==> src/hw/rtl/irc_mlp_pkg.sv <==
package irc_mlp_pkg;

  localparam logic [7:0] CH_CR    = 8'h0D;
  localparam logic [7:0] CH_LF    = 8'h0A;
  localparam logic [7:0] CH_AT    = 8'h40;
  localparam logic [7:0] CH_COLON = 8'h3A;
  localparam logic [7:0] CH_SPACE = 8'h20;
  localparam logic [7:0] CH_BANG  = 8'h21;
  localparam logic [7:0] CH_ZERO  = 8'h30;
  localparam logic [7:0] CH_NINE  = 8'h39;

  localparam int unsigned TS_W      = 63;
  localparam int unsigned KEY_LEN   = 5;

  localparam logic [2:0] KIND_FRAME  = 3'd0;
  localparam logic [2:0] KIND_PREFIX = 3'd1;
  localparam logic [2:0] KIND_CMD    = 3'd2;
  localparam logic [2:0] KIND_MIDDLE = 3'd3;
  localparam logic [2:0] KIND_TRAIL  = 3'd4;

  localparam logic [2:0] ST_OK          = 3'd0;
  localparam logic [2:0] ST_BAD_KEY     = 3'd1;
  localparam logic [2:0] ST_OVERFLOW    = 3'd2;
  localparam logic [2:0] ST_EMPTY_PFX   = 3'd3;
  localparam logic [2:0] ST_EMPTY_CMD   = 3'd4;
  localparam logic [2:0] ST_EMPTY_PARAM = 3'd5;
  localparam logic [2:0] ST_NO_LF       = 3'd6;
  localparam logic [2:0] ST_STRAY_CR    = 3'd7;

  typedef struct packed {
    logic [7:0]      byte_out;
    logic [2:0]      kind;
    logic            token_first;
    logic [3:0]      param_index;
    logic            nick_byte;
    logic            line_done;
    logic [2:0]      status;
    logic            discarding;
    logic [TS_W-1:0] timestamp;
    logic [3:0]      param_count;
    logic [12:0]     line_length;
  } result_t;

  function automatic logic [7:0] time_key_char(input logic [2:0] pos);
    logic [7:0] ch;
    case (pos)
      3'd0:    ch = 8'h74;
      3'd1:    ch = 8'h69;
      3'd2:    ch = 8'h6D;
      3'd3:    ch = 8'h65;
      3'd4:    ch = 8'h3D;
      default: ch = 8'h00;
    endcase
    return ch;
  endfunction

endpackage

==> src/hw/rtl/irc_mlp_ts_step.sv <==
module irc_mlp_ts_step (
  input  logic [irc_mlp_pkg::TS_W-1:0] acc,
  input  logic [3:0]                   digit,
  output logic [irc_mlp_pkg::TS_W-1:0] sum,
  output logic                         ovf
);

  localparam int unsigned WW = irc_mlp_pkg::TS_W + 4;

  logic [WW-1:0] acc_ext;
  logic [WW-1:0] wide;

  assign acc_ext = {4'b0, acc};
  assign wide    = (acc_ext << 3) + (acc_ext << 1) + {{(WW-4){1'b0}}, digit};
  assign sum     = wide[irc_mlp_pkg::TS_W-1:0];
  assign ovf     = |wide[WW-1:irc_mlp_pkg::TS_W];

endmodule

==> src/hw/rtl/irc_mlp_tagger.sv <==
module irc_mlp_tagger #(
  parameter int unsigned MAX_PARAMS     = 15,
  parameter int unsigned MAX_LINE_BYTES = 4096
) (
  input  logic                 clk,
  input  logic                 rst_n,
  input  logic                 en,
  input  logic [7:0]           data,
  output irc_mlp_pkg::result_t res
);

  localparam int unsigned PCW = $clog2(MAX_PARAMS + 1);
  localparam int unsigned BCW = $clog2(MAX_LINE_BYTES + 1);
  localparam int unsigned PCX = (PCW > 4) ? PCW : 4;
  localparam int unsigned BCX = (BCW > 13) ? BCW : 13;

  typedef enum logic [3:0] {
    PH_LINE_START   = 4'd0,
    PH_TS_KEY       = 4'd1,
    PH_TS_VAL       = 4'd2,
    PH_TS_SKIP      = 4'd3,
    PH_AFTER_TS     = 4'd4,
    PH_PREFIX_FIRST = 4'd5,
    PH_PREFIX       = 4'd6,
    PH_CMD_FIRST    = 4'd7,
    PH_CMD          = 4'd8,
    PH_PARAM_FIRST  = 4'd9,
    PH_MIDDLE       = 4'd10,
    PH_TRAIL_FIRST  = 4'd11,
    PH_TRAIL        = 4'd12,
    PH_EXPECT_LF    = 4'd13,
    PH_DISCARD      = 4'd14
  } phase_t;

  phase_t                         phase_r, phase_nxt;
  logic [2:0]                     key_pos_r, key_pos_nxt;
  logic [irc_mlp_pkg::TS_W-1:0]   ts_acc_r, ts_acc_nxt;
  logic [PCW-1:0]                 param_cnt_r, param_cnt_nxt;
  logic                           nick_r, nick_nxt;
  logic [BCW-1:0]                 byte_cnt_r, byte_cnt_nxt;

  logic [irc_mlp_pkg::TS_W-1:0]   ts_sum;
  logic                           ts_ovf;
  logic [PCW-1:0]                 pc_bump;
  logic [PCX-1:0]                 pidx_cur;
  logic [PCX-1:0]                 pidx_bump;
  logic [PCX-1:0]                 pc_ext;
  logic [BCW-1:0]                 bc_inc;
  logic [BCX-1:0]                 bc_ext;

  irc_mlp_ts_step u_ts_step (
    .acc   (ts_acc_r),
    .digit (data[3:0]),
    .sum   (ts_sum),
    .ovf   (ts_ovf)
  );

  assign pc_bump   = (param_cnt_r < PCW'(MAX_PARAMS)) ? param_cnt_r + 1'b1 : param_cnt_r;
  assign pidx_cur  = PCX'(param_cnt_r) - 1'b1;
  assign pidx_bump = PCX'(pc_bump) - 1'b1;
  assign pc_ext    = PCX'(param_cnt_r);
  assign bc_inc    = (byte_cnt_r < BCW'(MAX_LINE_BYTES)) ? byte_cnt_r + 1'b1 : byte_cnt_r;
  assign bc_ext    = BCX'(bc_inc);

  always_comb begin
    logic [2:0] err;
    logic       clear;
    logic [2:0] key_inc;
    err           = irc_mlp_pkg::ST_OK;
    clear         = 1'b0;
    key_inc       = key_pos_r + 3'd1;
    phase_nxt     = phase_r;
    key_pos_nxt   = key_pos_r;
    ts_acc_nxt    = ts_acc_r;
    param_cnt_nxt = param_cnt_r;
    nick_nxt      = nick_r;
    byte_cnt_nxt  = byte_cnt_r;
    res           = '0;
    res.byte_out  = data;

    if (phase_r == PH_DISCARD) begin
      res.discarding = 1'b1;
      if (data == irc_mlp_pkg::CH_LF) begin
        clear     = 1'b1;
        phase_nxt = PH_LINE_START;
      end
    end else begin
      byte_cnt_nxt = bc_inc;
      case (phase_r)
        PH_LINE_START, PH_AFTER_TS, PH_CMD_FIRST: begin
          if (phase_r == PH_LINE_START && data == irc_mlp_pkg::CH_AT) begin
            key_pos_nxt = 3'd0;
            phase_nxt   = PH_TS_KEY;
          end else if (phase_r != PH_CMD_FIRST && data == irc_mlp_pkg::CH_COLON) begin
            phase_nxt = PH_PREFIX_FIRST;
          end else if (data == irc_mlp_pkg::CH_SPACE || data == irc_mlp_pkg::CH_CR) begin
            err = irc_mlp_pkg::ST_EMPTY_CMD;
          end else begin
            res.kind        = irc_mlp_pkg::KIND_CMD;
            res.token_first = 1'b1;
            phase_nxt       = PH_CMD;
          end
        end
        PH_TS_KEY: begin
          if (data == irc_mlp_pkg::CH_CR) begin
            err = irc_mlp_pkg::ST_STRAY_CR;
          end else if (key_pos_r < 3'(irc_mlp_pkg::KEY_LEN) &&
                       data == irc_mlp_pkg::time_key_char(key_pos_r)) begin
            key_pos_nxt = key_inc;
            if (key_inc == 3'(irc_mlp_pkg::KEY_LEN)) begin
              phase_nxt = PH_TS_VAL;
            end
          end else begin
            err = irc_mlp_pkg::ST_BAD_KEY;
          end
        end
        PH_TS_VAL: begin
          if (data == irc_mlp_pkg::CH_CR) begin
            err = irc_mlp_pkg::ST_STRAY_CR;
          end else if (data == irc_mlp_pkg::CH_SPACE) begin
            phase_nxt = PH_AFTER_TS;
          end else if (data inside {[irc_mlp_pkg::CH_ZERO:irc_mlp_pkg::CH_NINE]}) begin
            if (ts_ovf) begin
              err = irc_mlp_pkg::ST_OVERFLOW;
            end else begin
              ts_acc_nxt = ts_sum;
            end
          end else begin
            phase_nxt = PH_TS_SKIP;
          end
        end
        PH_TS_SKIP: begin
          if (data == irc_mlp_pkg::CH_CR) begin
            err = irc_mlp_pkg::ST_STRAY_CR;
          end else if (data == irc_mlp_pkg::CH_SPACE) begin
            phase_nxt = PH_AFTER_TS;
          end
        end
        PH_PREFIX_FIRST, PH_PREFIX: begin
          if (data == irc_mlp_pkg::CH_SPACE) begin
            if (phase_r == PH_PREFIX_FIRST) begin
              err = irc_mlp_pkg::ST_EMPTY_PFX;
            end else begin
              phase_nxt = PH_CMD_FIRST;
            end
          end else if (data == irc_mlp_pkg::CH_CR) begin
            err = irc_mlp_pkg::ST_STRAY_CR;
          end else begin
            res.kind        = irc_mlp_pkg::KIND_PREFIX;
            res.token_first = (phase_r == PH_PREFIX_FIRST);
            nick_nxt        = (phase_r == PH_PREFIX_FIRST) ? 1'b1 : nick_r;
            if (data == irc_mlp_pkg::CH_BANG || data == irc_mlp_pkg::CH_AT) begin
              nick_nxt = 1'b0;
            end
            res.nick_byte = nick_nxt;
            phase_nxt     = PH_PREFIX;
          end
        end
        PH_CMD: begin
          if (data == irc_mlp_pkg::CH_SPACE) begin
            phase_nxt = PH_PARAM_FIRST;
          end else if (data == irc_mlp_pkg::CH_CR) begin
            phase_nxt = PH_EXPECT_LF;
          end else begin
            res.kind = irc_mlp_pkg::KIND_CMD;
          end
        end
        PH_PARAM_FIRST: begin
          if (data == irc_mlp_pkg::CH_SPACE || data == irc_mlp_pkg::CH_CR) begin
            err = irc_mlp_pkg::ST_EMPTY_PARAM;
          end else if (data == irc_mlp_pkg::CH_COLON) begin
            param_cnt_nxt = pc_bump;
            phase_nxt     = PH_TRAIL_FIRST;
          end else begin
            param_cnt_nxt   = pc_bump;
            res.kind        = irc_mlp_pkg::KIND_MIDDLE;
            res.token_first = 1'b1;
            res.param_index = (pidx_bump > PCX'(15)) ? 4'd15 : pidx_bump[3:0];
            phase_nxt       = PH_MIDDLE;
          end
        end
        PH_MIDDLE: begin
          if (data == irc_mlp_pkg::CH_SPACE) begin
            phase_nxt = PH_PARAM_FIRST;
          end else if (data == irc_mlp_pkg::CH_CR) begin
            phase_nxt = PH_EXPECT_LF;
          end else begin
            res.kind        = irc_mlp_pkg::KIND_MIDDLE;
            res.param_index = (pidx_cur > PCX'(15)) ? 4'd15 : pidx_cur[3:0];
          end
        end
        PH_TRAIL_FIRST, PH_TRAIL: begin
          if (data == irc_mlp_pkg::CH_CR) begin
            phase_nxt = PH_EXPECT_LF;
          end else begin
            res.kind        = irc_mlp_pkg::KIND_TRAIL;
            res.token_first = (phase_r == PH_TRAIL_FIRST);
            res.param_index = (pidx_cur > PCX'(15)) ? 4'd15 : pidx_cur[3:0];
            phase_nxt       = PH_TRAIL;
          end
        end
        PH_EXPECT_LF: begin
          if (data == irc_mlp_pkg::CH_LF) begin
            res.line_done   = 1'b1;
            res.timestamp   = ts_acc_r;
            res.param_count = (pc_ext > PCX'(15)) ? 4'd15 : pc_ext[3:0];
            res.line_length = (bc_ext > BCX'(8191)) ? 13'd8191 : bc_ext[12:0];
            clear           = 1'b1;
            phase_nxt       = PH_LINE_START;
          end else begin
            err = irc_mlp_pkg::ST_NO_LF;
          end
        end
        default: begin
          res.discarding = 1'b1;
          phase_nxt      = PH_DISCARD;
        end
      endcase

      if (err != irc_mlp_pkg::ST_OK) begin
        res.status      = err;
        res.discarding  = 1'b1;
        res.kind        = irc_mlp_pkg::KIND_FRAME;
        res.token_first = 1'b0;
        res.param_index = 4'd0;
        res.nick_byte   = 1'b0;
        if (data == irc_mlp_pkg::CH_LF) begin
          clear     = 1'b1;
          phase_nxt = PH_LINE_START;
        end else begin
          phase_nxt = PH_DISCARD;
        end
      end
    end

    if (clear) begin
      key_pos_nxt   = 3'd0;
      ts_acc_nxt    = '0;
      param_cnt_nxt = '0;
      nick_nxt      = 1'b1;
      byte_cnt_nxt  = '0;
    end
  end

  always_ff @(posedge clk) begin
    if (!rst_n) begin
      phase_r     <= PH_LINE_START;
      key_pos_r   <= 3'd0;
      ts_acc_r    <= '0;
      param_cnt_r <= '0;
      nick_r      <= 1'b1;
      byte_cnt_r  <= '0;
    end else if (en) begin
      phase_r     <= phase_nxt;
      key_pos_r   <= key_pos_nxt;
      ts_acc_r    <= ts_acc_nxt;
      param_cnt_r <= param_cnt_nxt;
      nick_r      <= nick_nxt;
      byte_cnt_r  <= byte_cnt_nxt;
    end
  end

  assert property (@(posedge clk) disable iff (!rst_n)
    en && phase_r == PH_TS_KEY |-> key_pos_r < 3'(irc_mlp_pkg::KEY_LEN))
    else $error("key match position past key length");

  assert property (@(posedge clk) disable iff (!rst_n)
    en && res.line_done |=> byte_cnt_r == '0 && param_cnt_r == '0 && ts_acc_r == '0)
    else $error("line counters not cleared after completed line");

  assert property (@(posedge clk) disable iff (!rst_n)
    en && (phase_r == PH_MIDDLE || phase_r == PH_TRAIL || phase_r == PH_TRAIL_FIRST)
    |-> param_cnt_r != '0)
    else $error("parameter phase with zero parameter count");

endmodule

==> src/hw/rtl/irc_message_line_parser_core.sv <==
// Throughput: one byte per cycle unless out_ready stalls the output; the
//   phase/counter update and the x10 timestamp accumulate sit between the input
//   register and the result register.
// Reset (rst_n low, synchronous): both stages empty, parser at line start,
//   timestamp, parameter and byte counters cleared, nickname flag set.
module irc_message_line_parser_core #(
  parameter int unsigned MAX_PARAMS     = 15,
  parameter int unsigned MAX_LINE_BYTES = 4096
) (
  input  logic                         clk,
  input  logic                         rst_n,
  input  logic                         in_valid,
  output logic                         in_ready,
  input  logic [7:0]                   in_data,
  output logic                         out_valid,
  input  logic                         out_ready,
  output logic [7:0]                   out_byte_out,
  output logic [2:0]                   out_kind,
  output logic                         out_token_first,
  output logic [3:0]                   out_param_index,
  output logic                         out_nick_byte,
  output logic                         out_line_done,
  output logic [2:0]                   out_status,
  output logic                         out_discarding,
  output logic [irc_mlp_pkg::TS_W-1:0] out_timestamp,
  output logic [3:0]                   out_param_count,
  output logic [12:0]                  out_line_length
);

  logic                 in_valid_r;
  logic [7:0]           in_data_r;
  logic                 out_valid_r;
  irc_mlp_pkg::result_t out_r;
  irc_mlp_pkg::result_t res;
  logic                 adv;

  assign adv      = in_valid_r && (!out_valid_r || out_ready);
  assign in_ready = !in_valid_r || adv;

  irc_mlp_tagger #(
    .MAX_PARAMS     (MAX_PARAMS),
    .MAX_LINE_BYTES (MAX_LINE_BYTES)
  ) u_tagger (
    .clk   (clk),
    .rst_n (rst_n),
    .en    (adv),
    .data  (in_data_r),
    .res   (res)
  );

  always_ff @(posedge clk) begin
    if (!rst_n) begin
      in_valid_r  <= 1'b0;
      out_valid_r <= 1'b0;
    end else begin
      if (in_ready) begin
        in_valid_r <= in_valid;
      end
      if (adv) begin
        out_valid_r <= 1'b1;
      end else if (out_ready) begin
        out_valid_r <= 1'b0;
      end
    end
  end

  always_ff @(posedge clk) begin
    if (in_valid && in_ready) begin
      in_data_r <= in_data;
    end
    if (adv) begin
      out_r <= res;
    end
  end

  assign out_valid       = out_valid_r;
  assign out_byte_out    = out_r.byte_out;
  assign out_kind        = out_r.kind;
  assign out_token_first = out_r.token_first;
  assign out_param_index = out_r.param_index;
  assign out_nick_byte   = out_r.nick_byte;
  assign out_line_done   = out_r.line_done;
  assign out_status      = out_r.status;
  assign out_discarding  = out_r.discarding;
  assign out_timestamp   = out_r.timestamp;
  assign out_param_count = out_r.param_count;
  assign out_line_length = out_r.line_length;

  assert property (@(posedge clk) disable iff (!rst_n)
    in_valid_r && !adv |=> in_valid_r)
    else $error("held input beat lost");

  assert property (@(posedge clk) disable iff (!rst_n)
    out_valid && out_status != irc_mlp_pkg::ST_OK |-> out_discarding && !out_line_done)
    else $error("error beat not marked as discarded");

  assert property (@(posedge clk) disable iff (!rst_n)
    out_valid && out_kind != irc_mlp_pkg::KIND_FRAME |-> !out_discarding && !out_line_done)
    else $error("tagged beat marked as discarded or line end");

  assert property (@(posedge clk) disable iff (!rst_n)
    out_valid && out_nick_byte |-> out_kind == irc_mlp_pkg::KIND_PREFIX)
    else $error("nickname flag outside prefix");

endmodule

==> config.mk <==
export PLATFORM = sky130hd
export DESIGN_NAME = irc_message_line_parser_core
export DESIGN_NICKNAME = d
export VERILOG_FILES = /design/src/hw/rtl/irc_mlp_pkg.sv /design/src/hw/rtl/irc_mlp_ts_step.sv /design/src/hw/rtl/irc_mlp_tagger.sv /design/src/hw/rtl/irc_message_line_parser_core.sv
export SDC_FILE = /design/constraint.sdc
export NUM_CORES = 1
export LEC_CHECK = 0
export BUFFER_PORTS_ARGS = -buffer_cell sky130_fd_sc_hd__buf_2
export CORE_AREA = 2 2 186 188
export DETAILED_ROUTE_END_ITERATION = 8
export DIE_AREA = 0 0 188 190
export GPL_ROUTABILITY_DRIVEN = 1
export PLACE_DENSITY = 0.59
export SLEW_MARGIN = 20
export SYNTH_ARGS = -nofsm -noshare
export SYNTH_HDL_FRONTEND = slang
export SYNTH_HIERARCHICAL = 1
export SYNTH_SLANG_ARGS = --single-unit
==> constraint.sdc <==
create_clock -name clk -period 10.7 [get_ports clk]
set_input_delay 2.14 -clock clk [delete_from_list [all_inputs] [get_ports clk]]
set_output_delay 2.14 -clock clk [all_outputs]
set_load 0.005 [all_outputs]
==> results.sh, run 1 <==
export IMPL_status="complete, no violations"
export IMPL_holdBufCountCts=0
export IMPL_drt_iter0_markers=789
export IMPL_layout_min_cycle_time_ps=5530
export IMPL_synthTopCellsByCount="133 x ha_1, 111 x a21oi_1, 110 x edfxtp_1"
export IMPL_yosysTopAreaCell="edfxtp_1"
export IMPL_crit_type="flop to flop"
export IMPL_min_from="u_tagger/byte_cnt_r[11]$_SDFFE_PN0P_"
export IMPL_synth_cell_area_um2=13300
export IMPL_synth_nets=1504
export IMPL_cts_path_max_buffers=2
export IMPL_setup_ws_ps=5170
export IMPL_ir_drop_mv=0.112
export IMPL_row_count=68
export IMPL_synthTopCellsByArea="edfxtp_1 25%, dfxtp_1 14%, ha_1 13%"
export IMPL_htreeDepth=4
export IMPL_core_area_um2=33900
export IMPL_syn_to_final_growth_pct=9.42
export IMPL_synthCells=1357
export IMPL_fp_dieW_um=188
export IMPL_antenna_found_initial=0
export IMPL_drtPass1Iterations=6
export IMPL_ys_warnings_count=6
export IMPL_fin_nets=1558
export IMPL_ys_async_sr_fraction_pct=0
export IMPL_floorplan_die_area_um2=35700
export IMPL_crit_chain="inv_1 -> fa_1 -> inv_1 -> fa_1 -> a21o_1 -> a221o_1 -> a31oi_1 -> nor3_2 -> o21bai_1 -> o211ai_2 -> a211oi_4 -> nor4_2 -> a2111o_1 -> nand4_1 -> o21ai_1 -> or3_4 -> or3_1 -> or4_1 -> a21oi_1"
export IMPL_grt_total_usage_pct=17.7
export IMPL_num_antenna_cells=0
export IMPL_cts_resized=0
export IMPL_via_count=10400
export IMPL_grt_first_pass_wirelength_um=51800
export IMPL_setup_violations=0
export IMPL_cts_sinks=200
export IMPL_start_util_pct=39.2
export IMPL_cts_tree="done"
export IMPL_pre_cts_ws_ps=5190
export IMPL_grt_max_degree=66
export IMPL_wl_um=31600
export IMPL_hold_viol=0
export IMPL_avgSynthCellArea_um2=9.81
export IMPL_n_fill_cell=3316
export IMPL_hpwlAfterDp_um=22700
export IMPL_synthFlopType="edfxtp_1"
export IMPL_cp_arrival_ps=5900
export IMPL_leakage_uw=0.00622
export IMPL_worstMarginPinSlew_ps=876
export IMPL_crit_path_start_kind="flop"
export IMPL_fmax_mhz=181
export IMPL_critPathMaxStageDelay_ps=550
export IMPL_skew_ps=18.4
export IMPL_holdCritPathClass="flop to flop"
export IMPL_ys_seq_area_share_pct=38.3
export IMPL_clk_pin_slew_ps=80
export IMPL_ys_ff_latch=200
export IMPL_grt_ovfl_total=0
export IMPL_via_per_inst=5.54
export IMPL_slowest_stage="edfxtp_1"
export IMPL_post_place_cells=1847
export IMPL_period_share_pct=51.7
export IMPL_port_buffers=115
export IMPL_holdWs_ps=488
export IMPL_cts_made_buffers=17
export IMPL_rsz0062_at_grt="no"
export IMPL_synth_cell_types=102
export IMPL_io_pins=116
export IMPL_slew_headroom_pct=41.4
export IMPL_gp_congestion=0.888
export IMPL_drv_slew=0
export IMPL_cellPowerDensity_nw_per_um2=108
export IMPL_critPathLaunch="in_data_r[3]$_DFFE_PP_"
export IMPL_post_cts_buffers=0
export IMPL_drtAntennaViolNets=0
export IMPL_drive_above_1_share_pct=13.7
export IMPL_required_ps=11060
export IMPL_tns_ps=0
export IMPL_drc=0
export IMPL_grt_pass1_vias=9932
export IMPL_yosysMostFrequentCell="ha_1"
export IMPL_clock_tree_root_cell="clkbuf_16"
export IMPL_layoutNonFillerInstCount=1879
export IMPL_die_height_um=190
export IMPL_synth_edf_count=110
export IMPL_cp_max_fo=10
export IMPL_clk_latency_ps=450
export IMPL_wire_per_inst_um=16.8
export IMPL_endpoint_kind="flop"
export IMPL_yosysTopAreaCellShare_pct=24.8
export IMPL_rr_startpoint="in_data_r[3]$_DFFE_PP_"
export IMPL_drv_cap=0
## critical path: cells and delay by family (launching register included)
family	cells	cell delay [ps]
AO/OA/AOI/OAI	9	2130
adder cells (fa/ha/maj)	2	950
buffers and inverters	2	170
flip-flops	1	550
AND/OR/NAND/NOR	6	1640
## layer usage
metal | share of wire [%] | wire, um | vias up | global-route usage (%)
li1 | - | - | 5180 | -
met1 | 47 | 14900 | 4951 | 23.3
met2 | 48 | 15300 | 241 | 30.4
met3 | 3.6 | 1130 | 33 | 2.67
met4 | 1.1 | 332 | 0 | 4.15
met5 | 0 | 0 | - | 0
## placed cells by master (no fill, tap or decap), types with 5 or more instances in the layout
| cell type | netlist | layout |
|---|---|---|
| a211oi_1 | 8 | 8 |
| a21o_1 | 31 | 31 |
| a21oi_1 | 111 | 111 |
| a22o_1 | 65 | 65 |
| a31oi_1 | 18 | 18 |
| and2_1 | 69 | 69 |
| and3_1 | 10 | 10 |
| buf_2 | 2 | 115 |
| buf_4 | 16 | 8 |
| clkbuf_16 | 0 | 17 |
| dfxtp_1 | 90 | 90 |
| edfxtp_1 | 110 | 110 |
| ha_1 | 133 | 133 |
| inv_1 | 33 | 33 |
| inv_6 | 0 | 5 |
| mux2i_1 | 6 | 6 |
| nand2_1 | 90 | 90 |
| nand2b_1 | 9 | 9 |
| nand3_1 | 24 | 24 |
| nand4_1 | 29 | 29 |
| nor2_1 | 74 | 74 |
| nor2b_1 | 7 | 6 |
| nor3_1 | 26 | 25 |
| nor3b_1 | 5 | 5 |
| nor4b_1 | 5 | 5 |
| o21a_1 | 16 | 16 |
| o21ai_0 | 56 | 55 |
| o21ai_1 | 4 | 5 |
| o21bai_1 | 14 | 14 |
| o22ai_1 | 8 | 8 |
| o31ai_1 | 6 | 6 |
| or2_2 | 7 | 7 |
| or3_1 | 12 | 12 |
| or4_1 | 6 | 6 |
| xnor2_1 | 45 | 45 |
| xor2_1 | 36 | 36 |
## path summary, 6_finish.rpt
check             slack [ps]  cells after the start                              endpoint
setup / recovery        5170                     19      u_tagger/phase_r[0]$_SDFFE_PN0P_
hold / removal           490                      2  u_tagger/byte_cnt_r[11]$_SDFFE_PN0P_
setup reg to reg        5170                     19      u_tagger/phase_r[0]$_SDFFE_PN0P_
hold reg to reg          490                      2  u_tagger/byte_cnt_r[11]$_SDFFE_PN0P_
## final cells by class
cell class              instances  area, um^2  area share, %
multi-input cells            1035        7540           51.8
well taps                     455         569           3.91
clock inverters                14         158           1.08
flip-flops and latches        200        5100           35.0
clock buffers                  18         429           2.95
repair buffers                123         636           4.36
inverters                      34         128          0.876
## sequential cells by signal (all words and copies together) (netlist names)
name and count:
in_valid_r 1, u_tagger/param_cnt_r 4, out_discarding 1, out_param_count 4, out_nick_byte 1, in_data_r 8
u_tagger/byte_cnt_r 13, out_valid 1, out_token_first 1, out_line_length 13, out_param_index 4, u_tagger/nick_r 1
out_byte_out 8, u_tagger/ts_acc_r 63, out_kind 3, u_tagger/key_pos_r 3, out_status 3, out_line_done 1
out_timestamp 63, u_tagger/phase_r 4
## where the power goes
part	internal (uW)	switching (uW)	total, uW	leakage, uW
Sequential	829	12.4	842	0.00173
Clock	333	326	659	0.000287
Combinational	26.2	45.9	72.1	0.00420
Total	1190	384	1570	0.00622
## metrics by stage
stage	cell area (um^2)	utilization, %	total power (uW)
finish	14600	42.9	1570
global route	14600	42.9	1630
CTS	14600	42.9	1590
detailed placement	14000	41.2	933
global placement	14000	41.2	932
floorplan	13300	-	905
## cell families (layout without fill, tap and decap cells)
family | after synthesis | in the layout | synth area share (%)
XOR/XNOR | 81 | 81 | 5.33
multiplexers | 7 | 7 | 0.536
adder cells (fa/ha/maj) | 135 | 135 | 12.8
AO/OA/AOI/OAI | 405 | 405 | 21.2
AND/OR/NAND/NOR | 407 | 407 | 16.7
buffers and inverters | 122 | 189 | 5.09
flip-flops | 200 | 200 | 38.3
No activity file was read; power rests on OpenSTA's default activity.
==> inputs of run 2 (changes only) <==
--- a/config.mk
+++ b/config.mk
@@ -5,12 +5,13 @@
 export SDC_FILE = /design/constraint.sdc
 export NUM_CORES = 1
 export LEC_CHECK = 0
+export ABC_AREA = 1
 export BUFFER_PORTS_ARGS = -buffer_cell sky130_fd_sc_hd__buf_2
-export CORE_AREA = 2 2 186 188
+export CORE_AREA = 2 2 199 201
 export DETAILED_ROUTE_END_ITERATION = 8
-export DIE_AREA = 0 0 188 190
+export DIE_AREA = 0 0 201 203
 export GPL_ROUTABILITY_DRIVEN = 1
-export PLACE_DENSITY = 0.59
+export PLACE_DENSITY = 0.6
 export SLEW_MARGIN = 20
 export SYNTH_ARGS = -nofsm -noshare
 export SYNTH_HDL_FRONTEND = slang
==> constraint.sdc (replaced) <==
create_clock -name clk -period 4.45 [get_ports clk]
set_input_delay 0.89 -clock clk [delete_from_list [all_inputs] [get_ports clk]]
set_output_delay 0.89 -clock clk [all_outputs]
set_load 0.005 [all_outputs]
==> results.sh, run 2 <==
export IMPL_status="complete, no violations"
export IMPL_io_pins=116
export IMPL_ys_ff_latch=200
export IMPL_drv_slew=0
export IMPL_setup_ws_ps=413
export IMPL_pre_cts_ws_ps=290
export IMPL_rr_startpoint="u_tagger/ts_acc_r[0]$_SDFFE_PN0P_"
export IMPL_antenna_found_initial=0
export IMPL_layout_min_cycle_time_ps=4040
export IMPL_gp_congestion=0.933
export IMPL_crit_type="flop to flop"
export IMPL_via_count=13300
export IMPL_period_share_pct=90.7
export IMPL_top_layer_used="met4"
export IMPL_leakage_uw=0.00804
export IMPL_skew_ps=22.8
export IMPL_synthFlopType="edfxtp_1"
export IMPL_core_area_um2=38500
export IMPL_synth_cell_types=54
export IMPL_cp_arrival_ps=4440
export IMPL_wl_met3_um=1560
export IMPL_wire_per_inst_um=15.8
export IMPL_slew_headroom_pct=38.0
export IMPL_yosysTopAreaCellShare_pct=21.7
export IMPL_tns_ps=0
export IMPL_p_int_uw=2800
export IMPL_critPathMaxStageDelay_ps=540
export IMPL_setup_violations=0
export IMPL_synthTopCellsByArea="edfxtp_1 22%, nand2_1 13%, dfxtp_1 12%"
export IMPL_worstMarginPinSlew_ps=929
export IMPL_fmax_mhz=248
export IMPL_start_util_pct=39.6
export IMPL_avgSynthCellArea_um2=7.32
export IMPL_reg2reg_slack_ps=410
export IMPL_pwr_share_comb_pct=5.0
export IMPL_cp_max_fo=7
export IMPL_drtAntennaViolNets=0
export IMPL_row_count=72
export IMPL_drt_iter0_markers=668
export IMPL_crit_path_start_kind="flop"
export IMPL_yosysTopAreaCell="edfxtp_1"
export IMPL_clock_tree_root_cell="clkbuf_16"
export IMPL_layout_common_cells="539 x nand2_1, 306 x inv_1, 259 x nor2_1"
export IMPL_p_seq_share_pct=52.9
export IMPL_synth_nets=2231
export IMPL_htreeDepth=4
export IMPL_grt_max_degree=104
export IMPL_drive_above_1_share_pct=18.1
export IMPL_via_per_inst=4.87
export IMPL_hold_viol=0
export IMPL_wl_met2_um=20200
export IMPL_cts_sinks=200
export IMPL_crit_top_cell="nand2_1"
export IMPL_cellPowerDensity_nw_per_um2=222
export IMPL_floorplan_die_area_um2=40800
export IMPL_synthCells=2084
export IMPL_required_ps=4850
export IMPL_ys_warnings_count=6
export IMPL_grt_pass1_vias=13100
export IMPL_ir_drop_mv=0.290
export IMPL_wl_um=43100
export IMPL_clk_pin_slew_ps=80
export IMPL_ys_seq_area_share_pct=33.5
export IMPL_syn_to_final_growth_pct=11.8
export IMPL_synth_edf_count=110
export IMPL_cts_tree="done"
export IMPL_switchingPower_uw=978
export IMPL_grt_total_usage_pct=21.2
export IMPL_grt_first_pass_wirelength_um=68400
export IMPL_wirelength_met1_um=20500
export IMPL_n_fill_cell=4009
export IMPL_endpoint_kind="flop"
export IMPL_fin_nets=2338
export IMPL_synthTopCellsByCount="540 x nand2_1, 307 x inv_1, 259 x nor2_1"
export IMPL_pwr_share_clk_pct=42.1
export IMPL_sw_frac_of_total_pct=25.9
export IMPL_crit_end="u_tagger/ts_acc_r[45]$_SDFFE_PN0P_"
export IMPL_grt_ovfl_total=0
export IMPL_drc=0
export IMPL_fp_dieW_um=201
export IMPL_final_common_cell="nand2_1"
export IMPL_slowest_stage="fa_1"
export IMPL_cts_made_buffers=17
export IMPL_cts_path_max_buffers=2
export IMPL_num_antenna_cells=0
export IMPL_ys_async_sr_fraction_pct=0
export IMPL_holdCritPathClass="flop to flop"
export IMPL_port_buffers=115
export IMPL_timing_rr_end="u_tagger/ts_acc_r[45]$_SDFFE_PN0P_"
export IMPL_rsz0062_at_grt="no"
export IMPL_reg2reg_depth=30
export IMPL_drtPass1Iterations=4
export IMPL_synth_cell_area_um2=15200
export IMPL_drv_cap=0
export IMPL_hpwlAfterDp_um=33700
export IMPL_holdBufCountCts=0
export IMPL_critPathLaunch="u_tagger/ts_acc_r[0]$_SDFFE_PN0P_"
export IMPL_yosysMostFrequentCell="nand2_1"
export IMPL_clk_latency_ps=490
export IMPL_die_height_um=203
[run 2: logic make-up after synthesis]
logic type	count (synthesis)	share of synthesized area (%)
compound gates	249	10.5
xor+xnor	58	3.33
buf+inv	377	10.1
fa+ha+maj	135	11.2
simple gates	1065	31.5
flops	200	33.5
[run 2: worst min path at each step]
stage | endpoint | startpoint | cells past startpoint
floorplan | u_tagger/byte_cnt_r[3]$_SDFFE_PN0P_ | u_tagger/byte_cnt_r[3]$_SDFFE_PN0P_ | 2
global placement | u_tagger/byte_cnt_r[3]$_SDFFE_PN0P_ | u_tagger/byte_cnt_r[3]$_SDFFE_PN0P_ | 2
detailed placement | out_byte_out[7]$_DFFE_PP_ | in_data_r[7]$_DFFE_PP_ | 0
CTS | out_byte_out[7]$_DFFE_PP_ | in_data_r[7]$_DFFE_PP_ | 0
global route | out_byte_out[7]$_DFFE_PP_ | in_data_r[7]$_DFFE_PP_ | 0
finish | u_tagger/ts_acc_r[0]$_SDFFE_PN0P_ | u_tagger/ts_acc_r[0]$_SDFFE_PN0P_ | 2
[run 2: what timing repair did]
action | CTS | global route
buffers inserted | 0 | 5
resized for setup | 0 | 9
endpoints found under the setup margin | 0 | 76
[run 2: cell type report]
class	instances	area, um^2	share of cell area [%]
clock inverters	15	176	1.04
well taps	518	648	3.80
repair buffers	130	742	4.35
flip-flops and latches	200	5110	30.0
clock buffers	17	425	2.50
multi-input cells	1510	8690	51.0
inverters	332	1250	7.31
[run 2: critical path, delay by kind of cell, from the launching register on]
family	cells	cell delay [ps]
fa+ha+maj	2	940
buf+inv	3	360
flops	1	360
simple gates	24	2130
compound gates	1	110
[run 2: power groups by stage]
| stage | combinational [uW] | clock, uW | sequential [uW] |
|---|---|---|---|
| after CTS | 184 | 1650 | 2000 |
| after global routing | 208 | 1710 | 2000 |
| after floorplan | 113 | 0 | 2050 |
| after global placement | 182 | 0 | 2040 |
| after detailed placement | 183 | 0 | 2040 |
| final | 187 | 1590 | 2000 |
[run 2: stage by stage]
| stage | utilization [%] | area, um^2 | std cells | hold WS (ps) | total power [uW] |
|---|---|---|---|---|---|
| 6_report | 44.3 | 17000 | 2722 | 490 | 3770 |
| 3_3_place_gp | 42.4 | 16300 | 2682 | 473 | 2220 |
| 3_5_place_dp | 42.4 | 16300 | 2682 | 479 | 2230 |
| 2_1_floorplan | - | 15300 | 2084 | 451 | 2160 |
| 5_1_grt | 44.3 | 17000 | 2722 | 516 | 3920 |
| 4_1_cts | 43.9 | 16900 | 2714 | 498 | 3840 |
[run 2: metal layers]
layer  track usage (%)  vias up
li1                  -     6857
met1              27.9     6117
met2              35.9      240
met3              2.87       37
met4              6.69        0
met5                 0        -
==> inputs of run 3 (changes only) <==
--- a/config.mk
+++ b/config.mk
@@ -12,6 +12,7 @@
 export DIE_AREA = 0 0 201 203
 export GPL_ROUTABILITY_DRIVEN = 1
 export PLACE_DENSITY = 0.6
+export RECOVER_POWER = 100
 export SLEW_MARGIN = 20
 export SYNTH_ARGS = -nofsm -noshare
 export SYNTH_HDL_FRONTEND = slang
==> results.sh, run 3 (same netlist as run 2, synthesis figures left out) <==
export IMPL_num_antenna_cells=0
export IMPL_wire_per_inst_um=15.8
export IMPL_fin_nets=2338
export IMPL_drv_cap=2
export IMPL_holdCritPathClass="flop to flop"
export IMPL_clk_pin_slew_ps=80
export IMPL_worstHoldPathCells=2
export IMPL_timing_rr_end="u_tagger/ts_acc_r[45]$_SDFFE_PN0P_"
export IMPL_min_from="in_valid_r$_SDFFE_PN0P_"
export IMPL_clock_tree_root_cell="clkbuf_16"
export IMPL_rr_startpoint="u_tagger/ts_acc_r[0]$_SDFFE_PN0P_"
export IMPL_htreeDepth=4
export IMPL_start_util_pct=39.6
export IMPL_pre_cts_ws_ps=290
export IMPL_cp_arrival_ps=4440
export IMPL_cellPowerDensity_nw_per_um2=226
export IMPL_hold_viol=0
export IMPL_period_share_pct=90.7
export IMPL_cts_sinks=200
export IMPL_holdWs_ps=485
export IMPL_dpl_instance_area_um2=16300
export IMPL_critPathLaunch="u_tagger/ts_acc_r[0]$_SDFFE_PN0P_"
export IMPL_fp_dieW_um=201
export IMPL_p_total_uw=3770
export IMPL_via_count=13300
export IMPL_critPathMaxStageDelay_ps=540
export IMPL_grt_max_degree=104
export IMPL_multiInputGateArea_um2=8450
export IMPL_cts_path_max_buffers=2
export IMPL_cts_tree="done"
export IMPL_tns_ps=0
export IMPL_cts_made_buffers=17
export IMPL_floorplan_die_area_um2=40800
export IMPL_rsz0062_at_grt="no"
export IMPL_reg2reg_slack_ps=410
export IMPL_worstMarginPinSlew_ps=2640
export IMPL_slew_headroom_pct=-76.3
export IMPL_drive_above_1_share_pct=13.6
export IMPL_crit_path_start_kind="flop"
export IMPL_via_per_inst=4.87
export IMPL_grt_pass1_vias=13100
export IMPL_antenna_found_initial=0
export IMPL_status="finished with violations"
export IMPL_setup_violations=0
export IMPL_grt_ovfl_total=0
export IMPL_port_buffers=115
export IMPL_die_height_um=203
export IMPL_gp_congestion=0.933
export IMPL_row_count=72
export IMPL_drt_iter0_markers=669
export IMPL_grt_total_usage_pct=21.2
export IMPL_slowest_stage="fa_1"
export IMPL_grt_first_pass_wirelength_um=68400
export IMPL_hpwlAfterDp_um=33700
export IMPL_skew_ps=20.5
export IMPL_crit_type="flop to flop"
export IMPL_core_area_um2=38500
export IMPL_crit_top_cell="nand2_1"
export IMPL_cp_max_fo=7
export IMPL_drv_slew=145
export IMPL_drtPass1Iterations=5
export IMPL_final_common_cell="nand2_1"
export IMPL_ir_drop_mv=0.290
export IMPL_io_pins=116
export IMPL_stdcell_area_um2=16700
export IMPL_drc=0
export IMPL_hold_path_endpoint="out_valid$_SDFFE_PN0P_"
export IMPL_seqCellArea_um2=5110
export IMPL_syn_to_final_growth_pct=9.59
export IMPL_n_fill_cell=4079
export IMPL_layout_min_cycle_time_ps=4040
export IMPL_wl_um=43000
export IMPL_fmax_mhz=248
export IMPL_reg2reg_depth=30
export IMPL_setup_ws_ps=413
export IMPL_endpoint_kind="flop"
export IMPL_drtAntennaViolNets=0
export IMPL_clk_latency_ps=490
export IMPL_violations="capacitance limit, slew limit"
export IMPL_layout_common_cells="554 x nand2_1, 306 x inv_1, 260 x nor2_1"
export IMPL_required_ps=4850
export IMPL_leakage_uw=0.00788
## run 3: cell count changes in the layout (fill, tap and decap cells not counted), moves of 2 or more
cell      before  now
nand2_2       57   45
buf_2        115   72
nand2_8        5    3
clkbuf_2       0    2
buf_4         10    7
a21oi_1      114  135
nand2_1      539  554
clkbuf_1       0   46
a21oi_2       55   35
nand3_1       76   91
nand3_2       33   18
## run 3: per-layer routing
metal / global-route usage [%] / share of wire (%) / vias to the layer above
met5: 0 / 0 / -
met4: 6.69 / 1.7 / 0
met3: 2.87 / 3.4 / 38
met2: 35.9 / 47 / 254
met1: 27.9 / 48 / 6108
li1: - / - / 6851
## run 3: power breakdown
group          internal, uW  switching (uW)  leakage, uW
Sequential             1980            17.8      0.00183
Clock                   758             832     0.000294
Combinational          51.3             125      0.00575
Total                  2790             974      0.00788
## run 3: layout make-up
class	count	share of cell area (%)
multi-input cells	1510	50.6
flip-flops and latches	200	30.6
inverters	332	7.46
repair buffers	130	3.92
well taps	518	3.88
clock buffers	17	2.55
clock inverters	15	1.06
## run 3: what timing repair did
item	4_1_cts	5_1_grt
endpoints found under the setup margin	0	76
endpoints found under the hold margin	0	0
buffers inserted	0	5
hold buffers	0	0
gates resized for setup	0	9
## run 3: worst max-delay path: cells and delay by family (launching register included)
kind | cells | cell delay [ps]
compound gates | 1 | 110
flops | 1 | 370
simple gates | 24 | 2160
fa+ha+maj | 2 | 940
buf+inv | 3 | 370
## run 3: per-stage QoR
stage | cells | util (%)
global placement | 2682 | 42.4
floorplan | 2084 | -
finish | 2722 | 43.4
detailed placement | 2682 | 42.4
CTS | 2714 | 43.9
global route | 2722 | 43.4
## run 3: worst max-delay path by stage
stage	end	slack [ps]	depth (start not counted)
2_1_floorplan	u_tagger/ts_acc_r[28]$_SDFFE_PN0P_	650	9
3_3_place_gp	u_tagger/byte_cnt_r[8]$_SDFFE_PN0P_	420	29
3_5_place_dp	u_tagger/byte_cnt_r[3]$_SDFFE_PN0P_	290	29
4_1_cts	u_tagger/byte_cnt_r[3]$_SDFFE_PN0P_	260	29
5_1_grt	u_tagger/ts_acc_r[45]$_SDFFE_PN0P_	30	30
6_report	u_tagger/ts_acc_r[45]$_SDFFE_PN0P_	410	30
